<file path="src/hdl/aoc_pkg.sv">
// Package for the ARGB source-over compositor.
// Holds the shared types, sizing constants and the divide-by-255 helper.
// No dependencies.
`default_nettype none

package aoc_pkg;

    localparam logic [7:0] CH_MAX     = 8'd255;
    localparam logic [15:0] ROUND_HALF = 16'd127;
    localparam int NUM_CH     = 3;
    localparam int CH_W       = 8;
    localparam int ALPHA_LSB  = 24;
    localparam int Q_DEPTH    = 4;
    localparam int Q_IDX_W    = 2;
    localparam int OUT_DEPTH  = 16;
    localparam int OUT_IDX_W  = 4;
    localparam int DIV_STAGES = 8;

    typedef enum logic [1:0] {
        CLS_DST,
        CLS_SRC,
        CLS_BLEND
    } cls_t;

    typedef struct packed {
        cls_t        cls;
        logic [31:0] dst;
        logic [31:0] src;
        logic [15:0] aprod;
    } work_t;

    typedef struct packed {
        logic  push;
        work_t item;
    } qwr_t;

    // Exact floor(x / 255) for x below 255 * 2**16, by shifts and one correction.
    function automatic logic [15:0] div255(input logic [23:0] x);
        logic [25:0] acc;
        logic [15:0] q0;
        logic [25:0] r;
        acc = {2'b00, x} + {10'd0, x[23:8]} + {18'd0, x[23:16]};
        q0 = acc[23:8];
        r = {2'b00, x} - ({10'd0, q0} << 8) + {10'd0, q0};
        div255 = (r >= 26'd255) ? (q0 + 16'd1) : q0;
    endfunction

endpackage

`default_nettype wire

</file>
<file path="src/hdl/aoc_front.sv">
// Front end of the compositor: accepts pixel pairs and classifies them.
// Computes the destination alpha product and writes work items to the queue.
// Depends on aoc_pkg.
`default_nettype none

module aoc_front
(
    input  wire logic          clk,
    input  wire logic          rst_n,
    input  wire logic          push,
    output logic               full,
    input  wire logic [31:0]   destination_pixel,
    input  wire logic [31:0]   source_pixel,
    input  wire logic          q_full,
    output aoc_pkg::qwr_t      q_wr
);

    logic          f_valid_reg;
    logic          f_valid_next;
    aoc_pkg::work_t f_item_reg;
    aoc_pkg::work_t item_next;
    logic [7:0]    sa;
    logic [7:0]    da;
    logic [7:0]    ia;
    logic          accept;
    logic          drain;

    assign sa = source_pixel[aoc_pkg::ALPHA_LSB +: aoc_pkg::CH_W];
    assign da = destination_pixel[aoc_pkg::ALPHA_LSB +: aoc_pkg::CH_W];
    assign ia = aoc_pkg::CH_MAX - sa;

    always_comb
    begin
        item_next.dst   = destination_pixel;
        item_next.src   = source_pixel;
        item_next.aprod = {8'd0, da} * {8'd0, ia};
        if (sa == 8'd0)
        begin
            item_next.cls = aoc_pkg::CLS_DST;
        end
        else if (sa == aoc_pkg::CH_MAX || da == 8'd0)
        begin
            item_next.cls = aoc_pkg::CLS_SRC;
        end
        else
        begin
            item_next.cls = aoc_pkg::CLS_BLEND;
        end
    end

    assign full   = f_valid_reg && q_full;
    assign accept = push && !full;
    assign drain  = f_valid_reg && !q_full;

    always_comb
    begin
        f_valid_next = f_valid_reg;
        if (accept)
        begin
            f_valid_next = 1'b1;
        end
        else if (drain)
        begin
            f_valid_next = 1'b0;
        end
    end

    always_ff @(posedge clk or negedge rst_n)
    begin
        if (!rst_n)
        begin
            f_valid_reg <= 1'b0;
        end
        else
        begin
            f_valid_reg <= f_valid_next;
        end
    end

    always_ff @(posedge clk)
    begin
        if (accept)
        begin
            f_item_reg <= item_next;
        end
    end

    assign q_wr.push = drain;
    assign q_wr.item = f_item_reg;

endmodule

`default_nettype wire

</file>
<file path="src/hdl/aoc_queue.sv">
// Short work queue between the front and back ends of the compositor.
// Four entries of classified work items with first-word fall-through reads.
// Depends on aoc_pkg.
`default_nettype none

module aoc_queue
(
    input  wire logic           clk,
    input  wire logic           rst_n,
    input  wire aoc_pkg::qwr_t  q_wr,
    output logic                q_full,
    input  wire logic           q_pop,
    output logic                q_empty,
    output aoc_pkg::work_t      q_item
);

    aoc_pkg::work_t                 mem_reg [aoc_pkg::Q_DEPTH];
    logic [aoc_pkg::Q_IDX_W:0]      wr_ptr_reg;
    logic [aoc_pkg::Q_IDX_W:0]      rd_ptr_reg;

    assign q_empty = (wr_ptr_reg == rd_ptr_reg);
    assign q_full  = (wr_ptr_reg[aoc_pkg::Q_IDX_W] != rd_ptr_reg[aoc_pkg::Q_IDX_W])
                  && (wr_ptr_reg[aoc_pkg::Q_IDX_W-1:0] == rd_ptr_reg[aoc_pkg::Q_IDX_W-1:0]);
    assign q_item  = mem_reg[rd_ptr_reg[aoc_pkg::Q_IDX_W-1:0]];

    always_ff @(posedge clk or negedge rst_n)
    begin
        if (!rst_n)
        begin
            wr_ptr_reg <= '0;
            rd_ptr_reg <= '0;
        end
        else
        begin
            if (q_wr.push)
            begin
                wr_ptr_reg <= wr_ptr_reg + 1'b1;
            end
            if (q_pop)
            begin
                rd_ptr_reg <= rd_ptr_reg + 1'b1;
            end
        end
    end

    always_ff @(posedge clk)
    begin
        if (q_wr.push)
        begin
            mem_reg[wr_ptr_reg[aoc_pkg::Q_IDX_W-1:0]] <= q_wr.item;
        end
    end

endmodule

`default_nettype wire

</file>
<file path="src/hdl/aoc_divider.sv">
// Pipelined restoring divider for one color channel, one quotient bit per stage.
// Quotients of 256 or more saturate to 255. Depends on aoc_pkg.
`default_nettype none

module aoc_divider
(
    input  wire logic        clk,
    input  wire logic [16:0] n,
    input  wire logic [7:0]  oa,
    output logic [7:0]       q
);

    logic [16:0] rem_reg [aoc_pkg::DIV_STAGES];
    logic [7:0]  quo_reg [aoc_pkg::DIV_STAGES];
    logic [7:0]  oa_reg  [aoc_pkg::DIV_STAGES];
    logic        sat_reg [aoc_pkg::DIV_STAGES];

    for (genvar i = 0; i < aoc_pkg::DIV_STAGES; i++)
    begin : g_stage
        localparam int K = aoc_pkg::DIV_STAGES - 1 - i;
        logic [16:0] rem_in;
        logic [7:0]  quo_in;
        logic [7:0]  oa_in;
        logic        sat_in;
        logic [16:0] dvs;
        logic        ge;

        if (i == 0)
        begin : g_first
            assign rem_in = n;
            assign quo_in = 8'd0;
            assign oa_in  = oa;
            assign sat_in = (n[16:8] >= {1'b0, oa});
        end
        else
        begin : g_next
            assign rem_in = rem_reg[i-1];
            assign quo_in = quo_reg[i-1];
            assign oa_in  = oa_reg[i-1];
            assign sat_in = sat_reg[i-1];
        end

        assign dvs = {9'd0, oa_in} << K;
        assign ge  = (rem_in >= dvs);

        always_ff @(posedge clk)
        begin
            rem_reg[i] <= ge ? (rem_in - dvs) : rem_in;
            quo_reg[i] <= quo_in | (ge ? (8'd1 << K) : 8'd0);
            oa_reg[i]  <= oa_in;
            sat_reg[i] <= sat_in;
        end
    end

    assign q = sat_reg[aoc_pkg::DIV_STAGES-1] ? aoc_pkg::CH_MAX
                                              : quo_reg[aoc_pkg::DIV_STAGES-1];

endmodule

`default_nettype wire

</file>
<file path="src/hdl/aoc_back.sv">
// Back end of the compositor: blend arithmetic pipeline and result buffer.
// Issues work items on credit so the result buffer never overflows.
// Depends on aoc_pkg and aoc_divider.
`default_nettype none

module aoc_back
(
    input  wire logic            clk,
    input  wire logic            rst_n,
    input  wire logic            q_empty,
    input  wire aoc_pkg::work_t  q_item,
    output logic                 q_pop,
    output logic                 empty,
    input  wire logic            pop,
    output logic [31:0]          composite_pixel
);

    localparam int LAST = aoc_pkg::DIV_STAGES - 1;

    logic                           issue;
    logic                           take;
    logic [aoc_pkg::OUT_IDX_W:0]    used_reg;
    logic [aoc_pkg::OUT_IDX_W:0]    used_next;

    logic        s1_valid_reg;
    logic        s1_bypass_reg;
    logic [31:0] s1_pix_reg;
    logic [7:0]  s1_oa_reg;
    logic [23:0] s1_t_reg [aoc_pkg::NUM_CH];
    logic [15:0] s1_s_reg [aoc_pkg::NUM_CH];
    logic [7:0]  s1_oa_next;
    logic [23:0] s1_t_next [aoc_pkg::NUM_CH];
    logic [15:0] s1_s_next [aoc_pkg::NUM_CH];

    logic        s2_valid_reg;
    logic        s2_bypass_reg;
    logic [31:0] s2_pix_reg;
    logic [7:0]  s2_oa_reg;
    logic [16:0] s2_n_reg [aoc_pkg::NUM_CH];
    logic [16:0] s2_n_next [aoc_pkg::NUM_CH];

    logic        ln_valid_reg  [aoc_pkg::DIV_STAGES];
    logic        ln_bypass_reg [aoc_pkg::DIV_STAGES];
    logic [31:0] ln_pix_reg    [aoc_pkg::DIV_STAGES];
    logic [7:0]  ln_oa_reg     [aoc_pkg::DIV_STAGES];

    logic [7:0]  quo [aoc_pkg::NUM_CH];
    logic [31:0] result;

    logic [31:0]                 mem_reg [aoc_pkg::OUT_DEPTH];
    logic [aoc_pkg::OUT_IDX_W:0] wr_ptr_reg;
    logic [aoc_pkg::OUT_IDX_W:0] rd_ptr_reg;

    assign empty = (wr_ptr_reg == rd_ptr_reg);
    assign take  = pop && !empty;
    assign issue = !q_empty && (used_reg < (aoc_pkg::OUT_IDX_W + 1)'(aoc_pkg::OUT_DEPTH));
    assign q_pop = issue;

    always_comb
    begin
        used_next = used_reg;
        if (issue && !take)
        begin
            used_next = used_reg + 1'b1;
        end
        else if (!issue && take)
        begin
            used_next = used_reg - 1'b1;
        end
    end

    always_comb
    begin
        logic [7:0]  sa;
        logic [7:0]  sc;
        logic [7:0]  dc;
        logic [15:0] a_div;
        logic [8:0]  oa_sum;
        sa     = q_item.src[31:24];
        a_div  = aoc_pkg::div255({8'd0, q_item.aprod + aoc_pkg::ROUND_HALF});
        oa_sum = {1'b0, sa} + a_div[8:0];
        s1_oa_next = (oa_sum > {1'b0, aoc_pkg::CH_MAX}) ? aoc_pkg::CH_MAX : oa_sum[7:0];
        for (int c = 0; c < aoc_pkg::NUM_CH; c++)
        begin
            sc = q_item.src[c*aoc_pkg::CH_W +: aoc_pkg::CH_W];
            dc = q_item.dst[c*aoc_pkg::CH_W +: aoc_pkg::CH_W];
            s1_t_next[c] = {16'd0, dc} * {8'd0, q_item.aprod};
            s1_s_next[c] = {8'd0, sc} * {8'd0, sa};
        end
    end

    always_comb
    begin
        logic [15:0] d;
        for (int c = 0; c < aoc_pkg::NUM_CH; c++)
        begin
            d = aoc_pkg::div255(s1_t_reg[c] + {8'd0, aoc_pkg::ROUND_HALF});
            s2_n_next[c] = {1'b0, s1_s_reg[c]} + {1'b0, d} + {10'd0, s1_oa_reg[7:1]};
        end
    end

    always_ff @(posedge clk or negedge rst_n)
    begin
        if (!rst_n)
        begin
            used_reg     <= '0;
            s1_valid_reg <= 1'b0;
            s2_valid_reg <= 1'b0;
            for (int i = 0; i < aoc_pkg::DIV_STAGES; i++)
            begin
                ln_valid_reg[i] <= 1'b0;
            end
            wr_ptr_reg <= '0;
            rd_ptr_reg <= '0;
        end
        else
        begin
            used_reg     <= used_next;
            s1_valid_reg <= issue;
            s2_valid_reg <= s1_valid_reg;
            ln_valid_reg[0] <= s2_valid_reg;
            for (int i = 1; i < aoc_pkg::DIV_STAGES; i++)
            begin
                ln_valid_reg[i] <= ln_valid_reg[i-1];
            end
            if (ln_valid_reg[LAST])
            begin
                wr_ptr_reg <= wr_ptr_reg + 1'b1;
            end
            if (take)
            begin
                rd_ptr_reg <= rd_ptr_reg + 1'b1;
            end
        end
    end

    always_ff @(posedge clk)
    begin
        s1_bypass_reg <= (q_item.cls != aoc_pkg::CLS_BLEND);
        s1_pix_reg    <= (q_item.cls == aoc_pkg::CLS_DST) ? q_item.dst : q_item.src;
        s1_oa_reg     <= s1_oa_next;
        for (int c = 0; c < aoc_pkg::NUM_CH; c++)
        begin
            s1_t_reg[c] <= s1_t_next[c];
            s1_s_reg[c] <= s1_s_next[c];
            s2_n_reg[c] <= s2_n_next[c];
        end
        s2_bypass_reg <= s1_bypass_reg;
        s2_pix_reg    <= s1_pix_reg;
        s2_oa_reg     <= s1_oa_reg;
        ln_bypass_reg[0] <= s2_bypass_reg;
        ln_pix_reg[0]    <= s2_pix_reg;
        ln_oa_reg[0]     <= s2_oa_reg;
        for (int i = 1; i < aoc_pkg::DIV_STAGES; i++)
        begin
            ln_bypass_reg[i] <= ln_bypass_reg[i-1];
            ln_pix_reg[i]    <= ln_pix_reg[i-1];
            ln_oa_reg[i]     <= ln_oa_reg[i-1];
        end
        if (ln_valid_reg[LAST])
        begin
            mem_reg[wr_ptr_reg[aoc_pkg::OUT_IDX_W-1:0]] <= result;
        end
    end

    for (genvar c = 0; c < aoc_pkg::NUM_CH; c++)
    begin : g_ch
        aoc_divider u_div
        (
            .clk (clk),
            .n   (s2_n_reg[c]),
            .oa  (s2_oa_reg),
            .q   (quo[c])
        );
    end

    assign result = ln_bypass_reg[LAST] ? ln_pix_reg[LAST]
                                        : {ln_oa_reg[LAST], quo[2], quo[1], quo[0]};

    assign composite_pixel = mem_reg[rd_ptr_reg[aoc_pkg::OUT_IDX_W-1:0]];

endmodule

`default_nettype wire

</file>
<file path="src/hdl/argb_alpha_over_composite.sv">
// Top level of the ARGB8888 source-over compositor with straight alpha.
// Depends on aoc_pkg, aoc_front, aoc_queue and aoc_back.
//
// Usage: both sides look like a queue. A transfer in happens on a rising
// edge where push is high and full is low; it carries destination_pixel and
// source_pixel. A result waits on composite_pixel while empty is low and
// is taken on a rising edge where pop is high.
// Throughput is one pixel per clock while the receiver keeps popping, set by
// the fully pipelined blend path: a front register, a four-entry work queue,
// two arithmetic stages and an eight-stage divider, one quotient bit per stage,
// per color channel.
// Results come out in the order the pixels went in, including pixels that
// pass through unchanged.
// The back end issues work only while the 16-entry result buffer has room
// for everything in flight, so when the receiver stalls the work queue
// fills and full rises; nothing is dropped.
// Reset clears all queues and pipeline valid bits; the block is ready for
// a transfer in the first cycle after reset is released.
`default_nettype none

module argb_alpha_over_composite
(
    input  wire logic        clk,
    input  wire logic        rst_n,
    input  wire logic        push,
    output logic             full,
    input  wire logic [31:0] destination_pixel,
    input  wire logic [31:0] source_pixel,
    output logic             empty,
    input  wire logic        pop,
    output logic [31:0]      composite_pixel
);

    aoc_pkg::qwr_t  q_wr;
    aoc_pkg::work_t q_item;
    logic           q_full;
    logic           q_empty;
    logic           q_pop;

    aoc_front u_front
    (
        .clk               (clk),
        .rst_n             (rst_n),
        .push              (push),
        .full              (full),
        .destination_pixel (destination_pixel),
        .source_pixel      (source_pixel),
        .q_full            (q_full),
        .q_wr              (q_wr)
    );

    aoc_queue u_queue
    (
        .clk     (clk),
        .rst_n   (rst_n),
        .q_wr    (q_wr),
        .q_full  (q_full),
        .q_pop   (q_pop),
        .q_empty (q_empty),
        .q_item  (q_item)
    );

    aoc_back u_back
    (
        .clk             (clk),
        .rst_n           (rst_n),
        .q_empty         (q_empty),
        .q_item          (q_item),
        .q_pop           (q_pop),
        .empty           (empty),
        .pop             (pop),
        .composite_pixel (composite_pixel)
    );

endmodule

`default_nettype wire
</file>
<file path="config.mk">
export PLATFORM = sky130hd
export DESIGN_NAME = argb_alpha_over_composite
export DESIGN_NICKNAME = d
export VERILOG_FILES = /design/src/hdl/aoc_pkg.sv /design/src/hdl/aoc_front.sv /design/src/hdl/aoc_queue.sv /design/src/hdl/aoc_divider.sv /design/src/hdl/aoc_back.sv /design/src/hdl/argb_alpha_over_composite.sv
export SDC_FILE = /design/constraint.sdc
export NUM_CORES = 2
export LEC_CHECK = 0
export BUFFER_PORTS_ARGS = -buffer_cell sky130_fd_sc_hd__buf_2
export CAP_MARGIN = 0
export CELL_PAD_IN_SITES_DETAIL_PLACEMENT = 0
export CELL_PAD_IN_SITES_GLOBAL_PLACEMENT = 1
export CORE_ASPECT_RATIO = 2
export CORE_MARGIN = 2
export CORE_UTILIZATION = 40
export CTS_BUF_LIST = sky130_fd_sc_hd__clkbuf_2
export DETAILED_ROUTE_END_ITERATION = 10
export PLACE_DENSITY = 0.72
export SYNTH_ARGS = -nofsm -noshare
export SYNTH_HDL_FRONTEND = slang
export SYNTH_SLANG_ARGS = --single-unit
</file>
<file path="constraint.sdc">
create_clock -name clk -period 16.1 [get_ports clk]
set_input_delay 2.415 -clock clk [delete_from_list [all_inputs] [get_ports clk]]
set_output_delay 2.415 -clock clk [all_outputs]
set_load 0.05 [all_outputs]
</file>
==> flow_summary.ini <==
[run_status]
status = completed

[logic_synthesis]
synth_top_family_by_area = adder cells
synth-xor-area-share = 0.0529
yosysTopAreaCell = edfxtp_1
synth_common_cells = 1070 x dfxtp_1, 927 x inv_1, 922 x edfxtp_1, 777 x ha_1, 702 x nand2_1
synth_mux_area_frac = 0.0618
syn_avg_cell_area_um2 = 11.7
ys.flop_type = dfxtp_1
yosysWarnings = 0
synth-adder-area-share = 0.183
synth-simple-area-share = 0.105
synth_cells = 8877
yosysMostFrequentCell = dfxtp_1
synth_area_um2 = 104000
synth_seq_cells = 2024
netlist.area_leader.share = 0.267
synth_compound_area_frac = 0.0747
synthTopCellsByArea = edfxtp_1 27%, dfxtp_1 21%, ha_1 9.4%, fa_1 8.9%, mux4_2 4.6%
synth_cell_types = 117
synth_edf_count = 922
ys_seq_area_frac = 0.481
synth_fp_nets = 10200
synthArstFlopShare = 0.0158

[routing]
ant_nets = 0
drt_iter0_markers = 3417
drtPass1Iterations = 6
vias = 67100
drc = 0
wirelength_um = 279000
drt-vias-per-instance = 5.12
wl_per_cell_um = 21.3

[layout]
utilization = 0.437
ff_latch_area_um2 = 49900
num-fill-cells = 24400
area.growth.synth_to_final_pct = 8.63
nets = 10600
largest_reg_flops = 512
drive_gt1_frac = 0.132
multi_input_area_um2 = 49700

[sta]
hold_violations = 0
rsz0062_at_grt = false
maxSlewViolCount = 0
period_needed_ns = 12.89
setup_viol = 0
relSlewSlack = 0.212
fmax_ghz = 0.0776
fin_crit_sh = 0.800
fin_tns_setup_ns = 0
worstMarginPinSlew_ns = 1.17
fin_skew_ns = 0.242

[floorplan]
die_h_um = 724
core_um2 = 258000
die_width_um = 364
initial_utilization = 0.402
rows = 264
pin_count = 102
die_area_um2 = 264000

[placed_design]
dp_hpwl_um = 213000
gp_congestion = 0.965
portBuffers = 101

[clocking]
path_clk_slew_ns = 0.10
cts-htree-levels = 5
cts_resized = 0
clk_latency_ns = 1.73
cts_made_buffers = 434
cts_hold_buf = 0
numClockSinks = 2024
cts_root_buffer = clkbuf_2
post-cts-setup-buffers = 0
cts_tree = yes
cts.path.max_buffers = 4

[global_routing]
grt-ovfl-total = 0
grt_start_max_net_pins = 68
antenna_found_initial = 15
grt_pass1_vias = 71700
grt_first_pass_wirelength_um = 419000
track_usage = 0.211

[worst_setup_path]
crit_type = flop to flop
critPathRequiredTime_ns = 17.66
start_kind = flop
crit_path_frequent_cell = a21oi_1
slowest_delay_ns = 0.66
cp_max_fo = 17
arrival_ns = 14.45
end_kind = flop
slowest_stage = a2111oi_0

[hold_path]
hold_class = flop to flop

[run]
cap_viol_max_count = 0
[kinds of logic (layout without fill, tap and decap cells)]
group | count (synthesis) | in the layout
other | 0 | 10
buffers and inverters | 1136 | 1894
and+or+nand+nor | 2239 | 2239
adders and majority gates | 1245 | 1245
AOI/OAI and AO/OA | 1247 | 1247
DFF | 2024 | 2024
muxes | 367 | 367
xor gates and xnor gates | 619 | 619
[final timing paths]
| kind | from | to | slack (ns) | depth (start not counted) |
|---|---|---|---|---|
| max reg2reg | u_back.s1_t_reg[0][4] | u_back.s2_n_reg[0][16] | 3.21 | 53 |
| min reg2reg | u_back.g_ch[1].u_div.quo_reg[5][4] | u_back.g_ch[1].u_div.quo_reg[6][4] | 0.23 | 0 |
| max | u_back.s1_t_reg[0][4] | u_back.s2_n_reg[0][16] | 3.21 | 53 |
| max in group asynchronous | rst_n | u_back.rd_ptr_reg[0] | 14.60 | 1 |
| min | u_back.g_ch[1].u_div.quo_reg[5][4] | u_back.g_ch[1].u_div.quo_reg[6][4] | 0.23 | 0 |
| min in group asynchronous | rst_n | u_front.f_valid_reg | 0.84 | 1 |
[final cells by class]
class                           instances  share of cell area
Clock buffer                          608              0.0270
Timing Repair Buffer                  217              0.0122
Sequential cell                      2024               0.443
Clock inverter                        137             0.00747
Multi-Input combinational cell       5717               0.441
Inverter                              932              0.0310
Antenna cell                           10            0.000222
Tap cell                             3458              0.0384
[critical path, delay by kind of cell (launching register included)]
kind	cells	cell delay [ns]
AO/OA/AOI/OAI	27	6.49
adder cells (fa/ha/maj)	6	2.40
AND/OR/NAND/NOR	11	2.22
XOR/XNOR	5	0.84
buffers and inverters	4	0.50
flip-flops	1	0.35
[cells in the final DEF (no fill, tap or decap), types with 315 or more instances in the layout]
cell      instances
edfxtp_1        922
nand2_1         702
fa_1            463
a21oi_1         392
o21ai_0         315
clkbuf_2        608
inv_1           927
ha_1            777
xnor2_1         401
nor2_1          588
dfxtp_1        1069
[layer usage]
metal  global-route usage  vias to the layer above  wire, um
met1                0.193                    32700     89700
met5                    0                        -        80
met4                0.154                       10     23000
li1                     -                    31900         -
met3               0.0281                      782      9860
met2                0.418                     1712    157000
[stage by stage]
stage	cell area, um2	hold WS [ns]	setup WS [ns]	instances
2_1_floorplan	104000	0.310	5.27	8877
3_3_place_gp	109000	0.310	3.21	12300
3_5_place_dp	109000	0.312	3.29	12300
4_1_cts	113000	0.237	3.24	13100
5_1_grt	113000	0.210	1.85	13100
6_report	113000	0.233	3.21	13100
Power is not shown: default switching activity piles up to over one toggle a cycle in this logic, so the estimate is an artifact.
